--- config.mk ---
export PLATFORM = sky130hd
export DESIGN_NAME = first_fit_block_allocator
export DESIGN_NICKNAME = d
export VERILOG_FILES = /design/src/hw/rtl/ffba_pkg.sv /design/src/hw/rtl/first_fit_block_allocator.sv /design/src/hw/rtl/ffba_cell.sv /design/src/hw/rtl/ffba_chain.sv
export VERILOG_INCLUDE_DIRS = /design/src /design/src/hw/rtl
export SDC_FILE = /design/constraint.sdc
export NUM_CORES = 2
export LEC_CHECK = 0
export BUFFER_PORTS_ARGS = -buffer_cell sky130_fd_sc_hd__buf_2
export CAP_MARGIN = 10
export CORE_MARGIN = 10
export CORE_UTILIZATION = 43
export CTS_CLUSTER_DIAMETER = 80
export DETAILED_ROUTE_END_ITERATION = 12
export PLACE_DENSITY = 0.6
export SLEW_MARGIN = 20
export SYNTH_ARGS = -nofsm -noshare
export SYNTH_HDL_FRONTEND = slang
export SYNTH_SLANG_ARGS = --single-unit
--- constraint.sdc ---
create_clock -name aclk -period 6.3 [get_ports aclk]
set_input_delay 0.315 -clock aclk [delete_from_list [all_inputs] [get_ports aclk]]
set_output_delay 0.315 -clock aclk [all_outputs]
set_load 0.02 [all_outputs]
--- src/hw/rtl/first_fit_block_allocator_assert.svh ---
// ----------------------------------------------------------------------------
// Assertion macros for the first-fit block allocator
// Shared concurrent property forms, clocked on aclk, quiet during reset.
// ----------------------------------------------------------------------------
`ifndef FIRST_FIT_BLOCK_ALLOCATOR_ASSERT_SVH
`define FIRST_FIT_BLOCK_ALLOCATOR_ASSERT_SVH

// Condition must hold at every clock edge out of reset.
`define FFBA_ASSERT_ALWAYS(lbl, cond, msg) \
    lbl: assert property (@(posedge aclk) disable iff (!aresetn) (cond)) else $error(msg);

// Antecedent at one edge implies consequent at the next edge.
`define FFBA_ASSERT_NEXT(lbl, ante, cons, msg) \
    lbl: assert property (@(posedge aclk) disable iff (!aresetn) (ante) |=> (cons)) \
        else $error(msg);

`endif

--- src/hw/rtl/ffba_pkg.sv ---
// ----------------------------------------------------------------------------
// ffba_pkg
// Sizes, table entry layout, codes and control bundles of the allocator.
// ----------------------------------------------------------------------------
package ffba_pkg;

    localparam int PAGE_SIZE  = 4096;
    localparam int MAX_PAGES  = 16;
    localparam int MAX_BLOCKS = 64;

    localparam int ST_W   = $clog2(MAX_PAGES * PAGE_SIZE);
    localparam int SZ_W   = $clog2(PAGE_SIZE + 1);
    localparam int PG_W   = (MAX_PAGES > 1) ? $clog2(MAX_PAGES) : 1;
    localparam int IDX_W  = $clog2(MAX_BLOCKS);
    localparam int CNT_W  = $clog2(MAX_BLOCKS + 1);
    localparam int CNT_W1 = CNT_W + 1;
    localparam int PU_W   = $clog2(MAX_PAGES + 1);

    typedef struct packed {
        logic [ST_W-1:0] start;
        logic [SZ_W-1:0] size;
        logic [PG_W-1:0] page;
        logic            used;
    } ffba_entry_t;

    typedef enum logic {
        CMD_ALLOC = 1'b0,
        CMD_FREE  = 1'b1
    } ffba_cmd_t;

    typedef enum logic [1:0] {
        STAT_OK       = 2'd0,
        STAT_NOSPACE  = 2'd1,
        STAT_BADSIZE  = 2'd2,
        STAT_NOTFOUND = 2'd3
    } ffba_stat_t;

    typedef enum logic [2:0] {
        S_IDLE,
        S_PASS,
        S_APP0,
        S_APP1,
        S_RESP
    } ffba_state_t;

    typedef struct packed {
        logic rot;
        logic load;
    } ffba_cell_ctl_t;

    typedef struct packed {
        logic             rot;
        logic             load;
        logic [IDX_W-1:0] sel;
    } ffba_chain_ctl_t;

    function automatic logic [15:0] lo16(input logic [ST_W-1:0] s);
        logic [31:0] w;
        w = 32'(s);
        return w[15:0];
    endfunction

endpackage

--- src/hw/rtl/first_fit_block_allocator.sv ---
// ----------------------------------------------------------------------------
// first_fit_block_allocator
// Flow: a bad-size allocate goes straight to the result stage; any other
// request rotates the ring once over the whole table, may then append a page
// (allocated front block, then its free remainder), then loads the result register.
// Requests are taken one at a time, a new one only once the result register is loaded.
// Reset: table is empty, no pages taken, result channel idle.
// ----------------------------------------------------------------------------
module first_fit_block_allocator (
    input  logic        aclk,
    input  logic        aresetn,
    // Request channel
    input  logic        s_tvalid,
    output logic        s_tready,
    input  logic [31:0] s_tdata,   // [15:0] size, [31:16] address
    input  logic        s_tuser,   // [0] command
    // Result channel
    output logic        m_tvalid,
    input  logic        m_tready,
    output logic [23:0] m_tdata    // [15:0] address_res, [17:16] status, [23:18] zero
);

    // The block table lives in a ring of cells. A request rotates the ring once:
    // cell 0 shows entry t while the pass counter is t, cell 1 shows entry t+1. Each rewritten
    // entry is loaded at cell MAX_BLOCKS-1-gap, where gap counts entries merged
    // away so far, so after the full turn every entry sits at its new index.
    // A split keeps one entry in flight (hold) and lets the free slot past the
    // last valid entry absorb the shift. Entries at or past the count are junk.

    ffba_pkg::ffba_state_t state_reg, state_next;

    logic [ffba_pkg::IDX_W-1:0] t_reg, t_next;
    logic [ffba_pkg::IDX_W-1:0] gap_reg, gap_next;
    logic [ffba_pkg::CNT_W-1:0] cnt_reg, cnt_next;
    logic [ffba_pkg::PU_W-1:0]  pu_reg, pu_next;

    ffba_pkg::ffba_cmd_t cmd_reg, cmd_next;
    logic [15:0]         size_reg, size_next;
    logic [15:0]         addr_reg, addr_next;

    ffba_pkg::ffba_entry_t hold_reg, hold_next;
    logic                  hold_v_reg, hold_v_next;
    logic                  found_reg, found_next;
    logic                  fail_reg, fail_next;
    logic                  split_reg, split_next;

    logic [15:0]          res_addr_reg, res_addr_next;
    ffba_pkg::ffba_stat_t res_stat_reg, res_stat_next;

    logic                 m_valid_reg, m_valid_next;
    logic [15:0]          m_addr_reg, m_addr_next;
    ffba_pkg::ffba_stat_t m_stat_reg, m_stat_next;

    ffba_pkg::ffba_chain_ctl_t chain_ctl;
    ffba_pkg::ffba_entry_t     load_data;
    ffba_pkg::ffba_entry_t     head;
    ffba_pkg::ffba_entry_t     second;

    ffba_chain u_chain (
        .aclk      (aclk),
        .ctl       (chain_ctl),
        .load_data (load_data),
        .head      (head),
        .second    (second)
    );

    // Request decode and per-cycle helpers
    logic                      in_acc;
    logic                      bad_size;
    logic                      in_live;
    logic                      nxt_live;
    logic                      fit;
    logic                      exact;
    logic                      tbl_full;
    logic                      room;
    logic [ffba_pkg::SZ_W-1:0] sz_e;
    logic [ffba_pkg::SZ_W-1:0] ps_e;
    logic [ffba_pkg::ST_W-1:0] page_start;
    ffba_pkg::ffba_entry_t     x_f;
    ffba_pkg::ffba_entry_t     y_f;
    ffba_pkg::ffba_entry_t     cur;

    assign s_tready = (state_reg == ffba_pkg::S_IDLE);
    assign in_acc   = s_tvalid && s_tready;
    assign bad_size = (s_tdata[15:0] == 16'd0) ||
                      (17'(s_tdata[15:0]) > 17'(ffba_pkg::PAGE_SIZE));

    assign in_live  = ffba_pkg::CNT_W'(t_reg) < cnt_reg;
    assign nxt_live = (ffba_pkg::CNT_W'(t_reg) + ffba_pkg::CNT_W'(1)) < cnt_reg;
    assign sz_e     = ffba_pkg::SZ_W'(size_reg);
    assign ps_e     = ffba_pkg::SZ_W'(ffba_pkg::PAGE_SIZE);
    assign fit      = !head.used && (17'(head.size) >= 17'(size_reg));
    assign exact    = 17'(head.size) == 17'(size_reg);
    assign tbl_full = cnt_reg == ffba_pkg::CNT_W'(ffba_pkg::MAX_BLOCKS);
    assign page_start = ffba_pkg::ST_W'(32'(pu_reg) * 32'(ffba_pkg::PAGE_SIZE));

    // A free page, and table room for the page block plus its remainder unless the request is a page
    assign room = (pu_reg < ffba_pkg::PU_W'(ffba_pkg::MAX_PAGES)) &&
                  (ffba_pkg::CNT_W1'(cnt_reg) +
                   ((sz_e == ps_e) ? ffba_pkg::CNT_W1'(1) : ffba_pkg::CNT_W1'(2))
                   <= ffba_pkg::CNT_W1'(ffba_pkg::MAX_BLOCKS));

    // Free: clear the used mark where the start matches the address; a held run absorbs the head
    always_comb begin
        x_f = head;
        y_f = second;
        if (ffba_pkg::lo16(head.start) == addr_reg) begin
            x_f.used = 1'b0;
        end
        if (ffba_pkg::lo16(second.start) == addr_reg) begin
            y_f.used = 1'b0;
        end
        cur = x_f;
        if (hold_v_reg) begin
            cur      = hold_reg;
            cur.size = hold_reg.size + x_f.size;
        end
    end

    always_comb begin
        state_next    = state_reg;
        t_next        = t_reg;
        gap_next      = gap_reg;
        cnt_next      = cnt_reg;
        pu_next       = pu_reg;
        cmd_next      = cmd_reg;
        size_next     = size_reg;
        addr_next     = addr_reg;
        hold_next     = hold_reg;
        hold_v_next   = hold_v_reg;
        found_next    = found_reg;
        fail_next     = fail_reg;
        split_next    = split_reg;
        res_addr_next = res_addr_reg;
        res_stat_next = res_stat_reg;
        m_valid_next  = m_valid_reg && !m_tready;
        m_addr_next   = m_addr_reg;
        m_stat_next   = m_stat_reg;
        chain_ctl.rot  = 1'b0;
        chain_ctl.load = 1'b0;
        chain_ctl.sel  = ffba_pkg::IDX_W'(ffba_pkg::MAX_BLOCKS - 1) - gap_reg;
        load_data      = head;

        case (state_reg)
            ffba_pkg::S_IDLE: begin
                if (in_acc) begin
                    cmd_next      = ffba_pkg::ffba_cmd_t'(s_tuser);
                    size_next     = s_tdata[15:0];
                    addr_next     = s_tdata[31:16];
                    t_next        = '0;
                    gap_next      = '0;
                    hold_v_next   = 1'b0;
                    found_next    = 1'b0;
                    fail_next     = 1'b0;
                    split_next    = 1'b0;
                    res_addr_next = 16'd0;
                    if ((ffba_pkg::ffba_cmd_t'(s_tuser) == ffba_pkg::CMD_ALLOC) && bad_size) begin
                        res_stat_next = ffba_pkg::STAT_BADSIZE;
                        state_next    = ffba_pkg::S_RESP;
                    end else begin
                        state_next    = ffba_pkg::S_PASS;
                    end
                end
            end

            ffba_pkg::S_PASS: begin
                chain_ctl.rot = 1'b1;
                t_next        = t_reg + ffba_pkg::IDX_W'(1);
                if (cmd_reg == ffba_pkg::CMD_ALLOC) begin
                    if (in_live) begin
                        chain_ctl.load = 1'b1;
                        if (!found_reg && fit) begin
                            found_next    = 1'b1;
                            res_addr_next = ffba_pkg::lo16(head.start);
                            if (exact) begin
                                load_data.used = 1'b1;
                            end else if (tbl_full) begin
                                fail_next = 1'b1;
                            end else begin
                                // Split: front part used, remainder goes in flight
                                load_data.size   = sz_e;
                                load_data.used   = 1'b1;
                                hold_next.start  = head.start + ffba_pkg::ST_W'(sz_e);
                                hold_next.size   = head.size - sz_e;
                                hold_next.page   = head.page;
                                hold_next.used   = 1'b0;
                                hold_v_next      = 1'b1;
                                split_next       = 1'b1;
                            end
                        end else if (hold_v_reg) begin
                            load_data = hold_reg;
                            hold_next = head;
                        end
                    end else if (hold_v_reg) begin
                        // Drop the last in-flight entry into the first free slot
                        chain_ctl.load = 1'b1;
                        load_data      = hold_reg;
                        hold_v_next    = 1'b0;
                    end
                end else begin
                    if (in_live) begin
                        if (ffba_pkg::lo16(head.start) == addr_reg) begin
                            found_next = 1'b1;
                        end
                        if (nxt_live && !cur.used && !y_f.used && (cur.page == y_f.page)) begin
                            // Next entry merges in: hold the run, skip a slot
                            hold_next   = cur;
                            hold_v_next = 1'b1;
                            gap_next    = gap_reg + ffba_pkg::IDX_W'(1);
                        end else begin
                            chain_ctl.load = 1'b1;
                            load_data      = cur;
                            hold_v_next    = 1'b0;
                        end
                    end
                end

                if (t_reg == ffba_pkg::IDX_W'(ffba_pkg::MAX_BLOCKS - 1)) begin
                    state_next = ffba_pkg::S_RESP;
                    if (cmd_reg == ffba_pkg::CMD_FREE) begin
                        cnt_next      = cnt_reg - ffba_pkg::CNT_W'(gap_reg);
                        res_addr_next = 16'd0;
                        res_stat_next = found_next ? ffba_pkg::STAT_OK
                                                   : ffba_pkg::STAT_NOTFOUND;
                    end else if (found_next) begin
                        if (fail_next) begin
                            res_addr_next = 16'd0;
                            res_stat_next = ffba_pkg::STAT_NOSPACE;
                        end else begin
                            res_stat_next = ffba_pkg::STAT_OK;
                            if (split_next) begin
                                cnt_next = cnt_reg + ffba_pkg::CNT_W'(1);
                            end
                        end
                    end else if (room) begin
                        state_next = ffba_pkg::S_APP0;
                    end else begin
                        res_addr_next = 16'd0;
                        res_stat_next = ffba_pkg::STAT_NOSPACE;
                    end
                end
            end

            ffba_pkg::S_APP0: begin
                // Take a fresh page; the front of it is the allocated block
                chain_ctl.load  = 1'b1;
                chain_ctl.sel   = cnt_reg[ffba_pkg::IDX_W-1:0];
                load_data.start = page_start;
                load_data.size  = sz_e;
                load_data.page  = ffba_pkg::PG_W'(pu_reg);
                load_data.used  = 1'b1;
                hold_next       = load_data;
                cnt_next        = cnt_reg + ffba_pkg::CNT_W'(1);
                pu_next         = pu_reg + ffba_pkg::PU_W'(1);
                res_addr_next   = ffba_pkg::lo16(page_start);
                res_stat_next   = ffba_pkg::STAT_OK;
                state_next      = (sz_e == ps_e) ? ffba_pkg::S_RESP : ffba_pkg::S_APP1;
            end

            ffba_pkg::S_APP1: begin
                chain_ctl.load  = 1'b1;
                chain_ctl.sel   = cnt_reg[ffba_pkg::IDX_W-1:0];
                load_data.start = hold_reg.start + ffba_pkg::ST_W'(sz_e);
                load_data.size  = ps_e - sz_e;
                load_data.page  = hold_reg.page;
                load_data.used  = 1'b0;
                cnt_next        = cnt_reg + ffba_pkg::CNT_W'(1);
                state_next      = ffba_pkg::S_RESP;
            end

            ffba_pkg::S_RESP: begin
                // Advance once the result register is free
                if (!m_valid_reg || m_tready) begin
                    m_valid_next = 1'b1;
                    m_addr_next  = res_addr_reg;
                    m_stat_next  = res_stat_reg;
                    state_next   = ffba_pkg::S_IDLE;
                end
            end

            default: begin
                state_next = ffba_pkg::S_IDLE;
            end
        endcase
    end

    always_ff @(posedge aclk) begin
        if (!aresetn) begin
            state_reg   <= ffba_pkg::S_IDLE;
            t_reg       <= '0;
            gap_reg     <= '0;
            cnt_reg     <= '0;
            pu_reg      <= '0;
            hold_v_reg  <= 1'b0;
            found_reg   <= 1'b0;
            fail_reg    <= 1'b0;
            split_reg   <= 1'b0;
            m_valid_reg <= 1'b0;
        end else begin
            state_reg   <= state_next;
            t_reg       <= t_next;
            gap_reg     <= gap_next;
            cnt_reg     <= cnt_next;
            pu_reg      <= pu_next;
            hold_v_reg  <= hold_v_next;
            found_reg   <= found_next;
            fail_reg    <= fail_next;
            split_reg   <= split_next;
            m_valid_reg <= m_valid_next;
        end
    end

    always_ff @(posedge aclk) begin
        cmd_reg      <= cmd_next;
        size_reg     <= size_next;
        addr_reg     <= addr_next;
        hold_reg     <= hold_next;
        res_addr_reg <= res_addr_next;
        res_stat_reg <= res_stat_next;
        m_addr_reg   <= m_addr_next;
        m_stat_reg   <= m_stat_next;
    end

    assign m_tvalid = m_valid_reg;
    assign m_tdata  = {6'd0, m_stat_reg, m_addr_reg};

`include "first_fit_block_allocator_assert.svh"

    `FFBA_ASSERT_ALWAYS(a_cnt_bound, cnt_reg <= ffba_pkg::CNT_W'(ffba_pkg::MAX_BLOCKS), "block count above table size")
    `FFBA_ASSERT_ALWAYS(a_gap_bound, gap_reg <= ffba_pkg::IDX_W'(2), "more than two merges in one free")
    `FFBA_ASSERT_ALWAYS(a_err_addr, !m_valid_reg || (m_stat_reg == ffba_pkg::STAT_OK) || (m_addr_reg == 16'd0), "failed request with nonzero address")
    `FFBA_ASSERT_NEXT(a_idle_hold, (state_reg == ffba_pkg::S_IDLE) && !in_acc, $stable(cnt_reg) && $stable(pu_reg), "table state moved while idle")

endmodule

--- src/hw/rtl/ffba_cell.sv ---
// ----------------------------------------------------------------------------
// ffba_cell
// One table slot: takes its neighbor's entry on rotate, or a direct load.
// ----------------------------------------------------------------------------
module ffba_cell (
    input  logic                   aclk,
    input  ffba_pkg::ffba_cell_ctl_t ctl,
    input  ffba_pkg::ffba_entry_t  nbr_in,
    input  ffba_pkg::ffba_entry_t  load_in,
    output ffba_pkg::ffba_entry_t  q
);

    ffba_pkg::ffba_entry_t e_reg;

    always_ff @(posedge aclk) begin
        if (ctl.load) begin
            e_reg <= load_in;
        end else if (ctl.rot) begin
            e_reg <= nbr_in;
        end
    end

    assign q = e_reg;

endmodule

--- src/hw/rtl/ffba_chain.sv ---
// ----------------------------------------------------------------------------
// ffba_chain
// Ring of table cells; rotates toward cell 0, one selected cell may load.
// ----------------------------------------------------------------------------
module ffba_chain (
    input  logic                    aclk,
    input  ffba_pkg::ffba_chain_ctl_t ctl,
    input  ffba_pkg::ffba_entry_t   load_data,
    output ffba_pkg::ffba_entry_t   head,
    output ffba_pkg::ffba_entry_t   second
);

    ffba_pkg::ffba_entry_t q [ffba_pkg::MAX_BLOCKS];

    for (genvar k = 0; k < ffba_pkg::MAX_BLOCKS; k++) begin : g_cell
        ffba_pkg::ffba_cell_ctl_t cctl;

        assign cctl.rot  = ctl.rot;
        assign cctl.load = ctl.load && (ctl.sel == ffba_pkg::IDX_W'(k));

        ffba_cell u_cell (
            .aclk    (aclk),
            .ctl     (cctl),
            .nbr_in  (q[(k + 1) % ffba_pkg::MAX_BLOCKS]),
            .load_in (load_data),
            .q       (q[k])
        );
    end

    assign head   = q[0];
    assign second = q[1];

endmodule

# After elaboration in Yosys (flattened, before gate mapping)
# Cells that the tools add are included.
# classes
bitwise	1
muxes	235
eq_ne	93
n_reduce_logical	163
add_sub_neg	13
magnitude_cmp	6
# ops
op	count
$mux W34	142
$eq A6 B6 Y1 const B	33
$mux W16	10
$reduce_bool A2 Y1	67
$pmux W34 S3	1
$eq A6 B5 Y1 const B	16
$logic_and A1 B1 Y1	73
$pmux W34 S2	1
$eq A6 B4 Y1 const B	8
$pmux W16 S3	1
$mux W1	40
$mux W13	3
$mux W7	5
$add A16 B13 Y16	2
$eq A16 B16 Y1	2
$mux W6	5
$ne A4 B4 Y1 const B	7
$eq A6 B3 Y1 const B	4
$mux W3	8
$pmux W6 S2	2
$eq A13 B16 Y1	1
$ge A13 B16 Y1	1
$gt A16 B13 Y1 const B	1
$logic_not A16 Y1	1
43 further kinds	77
# word_totals
ff_bits	2311

# Depth between registers and ports, before layout
# depth
word_depth	13
mapped_depth	16
depth_no_buf	15

# Modules after synthesis
# Synthesis repeated with hierarchy kept, for this count alone.
# hier_totals
cells_unflattened	6080
area_unflattened_um2	113612.7
# modules_own_cells
mod	cells_each	n_inst	seq_area_each_um2	area_each_um2
ffba_cell	73	64	1021.0	1590.3
first_fit_block_allocator	1315	1	3733.6	11365.9
ffba_chain	93	1	0.0	469.2

# Worst setup path after synthesis
# Ideal clock, no wire load.
# synth_timing
kind	register to register
startpoint	reg size_reg[5]
endpoint	reg hold_reg[0] (netlist name) (enable)
n_path_buf	3
setup_ns	0.436
arrival_ns	4.379
stages_incl_launch_ff	14
path_slack_ns	1.484
path_cell_list	edfxtp_1 clkbuf_1 inv_1 ha_1 a211oi_1 nor2_1 o31ai_2 a21o_1 clkbuf_1 clkbuf_1 nor2_1 nand2_1 nand2_1 a21oi_1
# synth_via
elab_chain_cells	5
# synth_lines
item	line_no	text
start, declared	first_fit_block_allocator.sv:38	logic [15:0] size_reg, size_next;
start signal, assigned	first_fit_block_allocator.sv:315	size_reg <= size_next;
$ge A13 B16 Y1	first_fit_block_allocator.sv:92	assign fit = !head.used && (17'(head.size) >= 17'(size_reg));
$logic_and A1 B1 Y1	first_fit_block_allocator.sv:92	
$logic_and A1 B1 Y1	first_fit_block_allocator.sv:172	if (!found_reg && fit) begin
$ne A4 B4 Y1 (no source line)	n/a	
$reduce_and A6 Y1 (no source line) *	n/a	
end signal, assigned	first_fit_block_allocator.sv:317	hold_reg <= hold_next;
end, declared	first_fit_block_allocator.sv:41	ffba_pkg::ffba_entry_t hold_reg, hold_next;
# Every way passes the cells marked *; elsewhere a longest branch is shown, timed or not.
# A chain may end at the register's enable or synchronous reset.

# Worst setup path in the final report
# layout_timing
startpoint	reg t_reg[0] (netlist name)
endpoint	reg u_chain.g_cell[48].u_cell.e_reg, in the netlist u_chain.g_cell[48].u_cell.q[0] (enable)
# layout_via
elab_chain_cells	11
# layout_lines
item	line_no	text
start, declared	first_fit_block_allocator.sv:32	logic [ffba_pkg::IDX_W-1:0] t_reg, t_next;
start signal, assigned	first_fit_block_allocator.sv:301	t_reg <= t_next;
$add A6 B1 Y7	first_fit_block_allocator.sv:89	assign nxt_live = (ffba_pkg::CNT_W'(t_reg) + ffba_pkg::CNT_W'(1)) < cnt_reg;
$lt A7 B7 Y1	first_fit_block_allocator.sv:89	
$logic_and A1 B1 Y1 (3 in series)	first_fit_block_allocator.sv:205	if (nxt_live && !cur.used && !y_f.used && (cur.page == y_f.page)) begin
$mux W1	first_fit_block_allocator.sv:205	
$mux W1	first_fit_block_allocator.sv:201	if (in_live) begin
$mux W1 *	first_fit_block_allocator.sv:169	if (cmd_reg == ffba_pkg::CMD_ALLOC) begin
$pmux W1 S2 *	first_fit_block_allocator.sv:144	case (state_reg)
$logic_and A1 B1 Y1 *	ffba_chain.sv:19	assign cctl.load = ctl.load && (ctl.sel == ffba_pkg::IDX_W'(k));
$reduce_bool A2 Y1 (no source line) *	n/a	
end signal, assigned	ffba_cell.sv:17	e_reg <= load_in;
end signal, assigned	ffba_cell.sv:19	e_reg <= nbr_in;
end, declared	ffba_cell.sv:13	ffba_pkg::ffba_entry_t e_reg;
# Marks and branches as above.

==> run summary <==
The flow ran to the end, and the final reports show no timing, DRC or antenna violations. The DRC violation total after the first TritonRoute iteration is between 9000 and 10000. The largest clock skew in the final design is between 0.06 and 0.07 ns. Of the available clock period, the critical path in the final layout requires 85.5%. The mean instance size in the synthesized netlist is around 11 um2. Counting flops with an async set or reset pin after synthesis yields a share of 0%.

The area growth from synthesis to layout is 12.7%. For this run, the leading register cell type out of synthesis is edfxtp_1. Synthesis inferred ~2300 register bits. The number of flops mapped to enable cells by yosys is between 2000 and 2500.

The initial antenna violation count is 23. The area of all placed cells without fillers came out at 115000 um2. The number of hold buffers added after CTS was 38.

The average wire length per cell after detail routing came out at between 20 and 30 um. The count of unresolved DRC violations after routing came out at 0. The area of the core is between 200000 and 250000 um2.

The synthesized netlist cell count came out at between 8000 and 9000. The share of final-layout standard cells stronger than drive strength 1 is 10.8%. The global-route usage over all layers came out at 24.5%. The arrival time at the worst endpoint came out at approximately 5.9 ns. The leakage power figure is roughly 0.04 uW. The total I/O pin count came out at 63. The first-pass GRT wire length is 477000 um. At the pin with the least slew margin, the transition time is 1.16 ns. TritonCTS built the clock tree. The residual overflow from global routing is 0. The biggest fanout along the worst timing path is 36. The count of final setup violators came out at 0. Max-cap violations in this run came to 0. The largest voltage drop on the vdd net came out at ~0.00035 V. Clock-pin slew was measured on the worst setup and hold paths at roughly 0.060 ns. By area the synthesized netlist is led by edfxtp_1, o21ai_0, a21oi_1. The register with the most flip-flops in the layout has between 2000 and 2500 of them.

The number of cell rows came out at between 150 and 200. The detailed-routing iteration count for the pre-antenna-repair pass came out at 6. The power density over the cells is between 300 and 400 nW/um2. The path class of the tightest hold or removal check is in -> reg. The aggregate negative setup slack came out at 0 ns. The number of global-route vias before repair came out at ~69000. The clock tree synthesis step divided the H-tree into 4 levels. The number of hold violations in the final report is 0. The full die area came out at about 260000 um2. The number of setup buffers added after CTS is 0.

The minimum clock period is 5.39 ns. The fill cell instance count of the final layout came out at about 21000. Once placement finished, the instance area stood at 107000 um2. The sum of net half-perimeters after detailed placement is 211000 um. The unique cell type count in the Yosys netlist is 99. The worst setup path is launched from a flop. Setup repair after global routing left no endpoint under its margin. The congestion estimate from routability-driven global placement came to between 0.9 and 1.

Among all cell types in the netlist, the one instantiated most often is edfxtp_1. The number of pins with negative max-slew slack in the final report is 0. The post-detailed-routing wire length came out at 326000 um. Clock tree synthesis inserted a total of between 200 and 250 buffers.

Clock latency on the worst-skew pair, taken at its later pin, is ~0.90 ns. The maximum number of buffers from clock root to sink came out at 3. The sequential cell area fraction in the yosys report came out at roughly two thirds. The number of instances resized during post-cts repair is 0. The cell chosen for the clock root is clkbuf_16.

The floorplan die height is 508 um. The overall via count from detail_route is 72941. Timing would allow up to 186 MHz. The fraction of post-synthesis cell area in the top cell type by area is between 60% and 70%. The number of nets at the end of the flow came out at between 8000 and 9000. Entering global routing, the biggest net connects 65 pins.

The biggest area contributor in the post-synthesis netlist is edfxtp_1. The headroom to the max-slew limit came out at between 20% and 30%. The category of the worst setup path capture point is a flop.

The number of vias per cell is about 6. CTS saw roughly 2300 sinks. Yosys printed 0 warnings. Once detail routing completed, the nets flagged for antenna violations numbered 0.

The effective utilization at floorplan came out at between 40% and 50%. Port buffering added 56 buffers. The die span in x is around 500 um. The area of the mapped netlist came out at around 100000 um2. The critical path is of the reg -> reg type.

By count the netlist is led by edfxtp_1, o21ai_0, nand2_1, nor2_1, a21oi_1. STA puts the critical path data required time at 6.78 ns.
==> path summary, 6_finish.rpt <==
kind / startpoint / to / slack [ns] / depth (start not counted)
setup reg to reg: t_reg[0]$_SDFFE_PN0P_ / u_chain.g_cell[48].u_cell.q[0]$_DFFE_PP_ / 0.91 / 15
hold reg to reg: res_stat_reg[0]$_DFFE_PP_ / m_stat_reg[0]$_DFFE_PP_ / 0.41 / 0
hold / removal: s_tdata[18] / addr_reg[2]$_DFFE_PP_ / 0.15 / 2
setup / recovery: t_reg[0]$_SDFFE_PN0P_ / u_chain.g_cell[48].u_cell.q[0]$_DFFE_PP_ / 0.91 / 15
==> logic make-up after synthesis <==
group,Yosys count,share of synthesized area (%)
flip-flops,2311,67.6
multiplexers,127,1.35
AO/OA/AOI/OAI,2817,15.3
buffers and inverters,832,3.33
adder cells (fa/ha/maj),82,1.05
AND/OR/NAND/NOR,2680,10.7
other,1,0.00367
XOR/XNOR,88,0.754
==> layout by cell type (no fill, tap or decap), drive strengths merged, types with 26 or more instances in the layout <==
cell	synthesis	routed
a211oi	60	60
a21o	26	26
a21oi	1026	1026
a31oi	86	86
and2	26	26
buf	188	395
clkbuf	580	287
clkinv	1	120
dfxtp	32	32
dlygate4sd3	0	38
edfxtp	2279	2279
ha	76	76
inv	63	71
mux2	91	91
mux2i	36	36
nand2	1174	1174
nand3	216	216
nor2	1071	1071
nor3	50	50
o211ai	39	39
o21ai	1338	1338
xnor2	57	57
xor2	31	31
==> cell type report <==
type / instances / area [um2] / area share (%)
Multi-Input combinational cell: 5800 / 30400 / 26.4
Sequential cell: 2311 / 69100 / 60.0
Timing Repair Buffer: 433 / 3580 / 3.11
Inverter: 64 / 240 / 0.209
Antenna cell: 10 / 25.0 / 0.0217
Clock inverter: 160 / 1670 / 1.45
Tap cell: 3150 / 3940 / 3.42
Clock buffer: 287 / 6230 / 5.41
==> per-layer routing <==
layer / share of wire [%] / track usage (%) / vias to the layer above
li1: - / - / 32452
met1: 41 / 33.5 / 36135
met2: 45 / 37.6 / 3584
met3: 9.4 / 5.33 / 756
met4: 5.2 / 10.9 / 14
met5: 0.028 / 0 / -
==> critical path, stage by stage (launching register included) <==
cell	delay, ns
dfxtp_1	0.36
ha_1	0.27
and3_1	0.26
nand3_1	0.19
inv_1	0.12
ha_1	0.31
nand4_1	0.10
nor3_1	0.21
nand4b_2	0.40
buf_4	0.50
o211ai_1	0.24
o31ai_4	0.78
buf_12	0.32
nand2_1	0.27
nand2_1	0.15
buf_4	0.44
==> per-stage QoR <==
stage | worst slack [ns] | total power (uW) | util, % | instances | hold slack (ns)
floorplan | 1.48 | 21500 | - | 8943 | 0.400
global placement | 0.982 | 23700 | 45.3 | 11718 | 0.411
detailed placement | 1.13 | 23800 | 45.3 | 11720 | 0.411
CTS | 1.06 | 38000 | 48.8 | 12205 | 0.0940
global route | 0.667 | 39100 | 48.8 | 12208 | 0.117
finish | 0.912 | 37900 | 48.8 | 12215 | 0.150
==> where the power goes <==
part | internal, uW | total, uW | switching [uW]
Sequential | 18400 | 19000 | 532
Clock | 8060 | 14300 | 6250
Combinational | 1130 | 4630 | 3500
Total | 27600 | 37900 | 10300
Power figures use the tool's default switching activity.
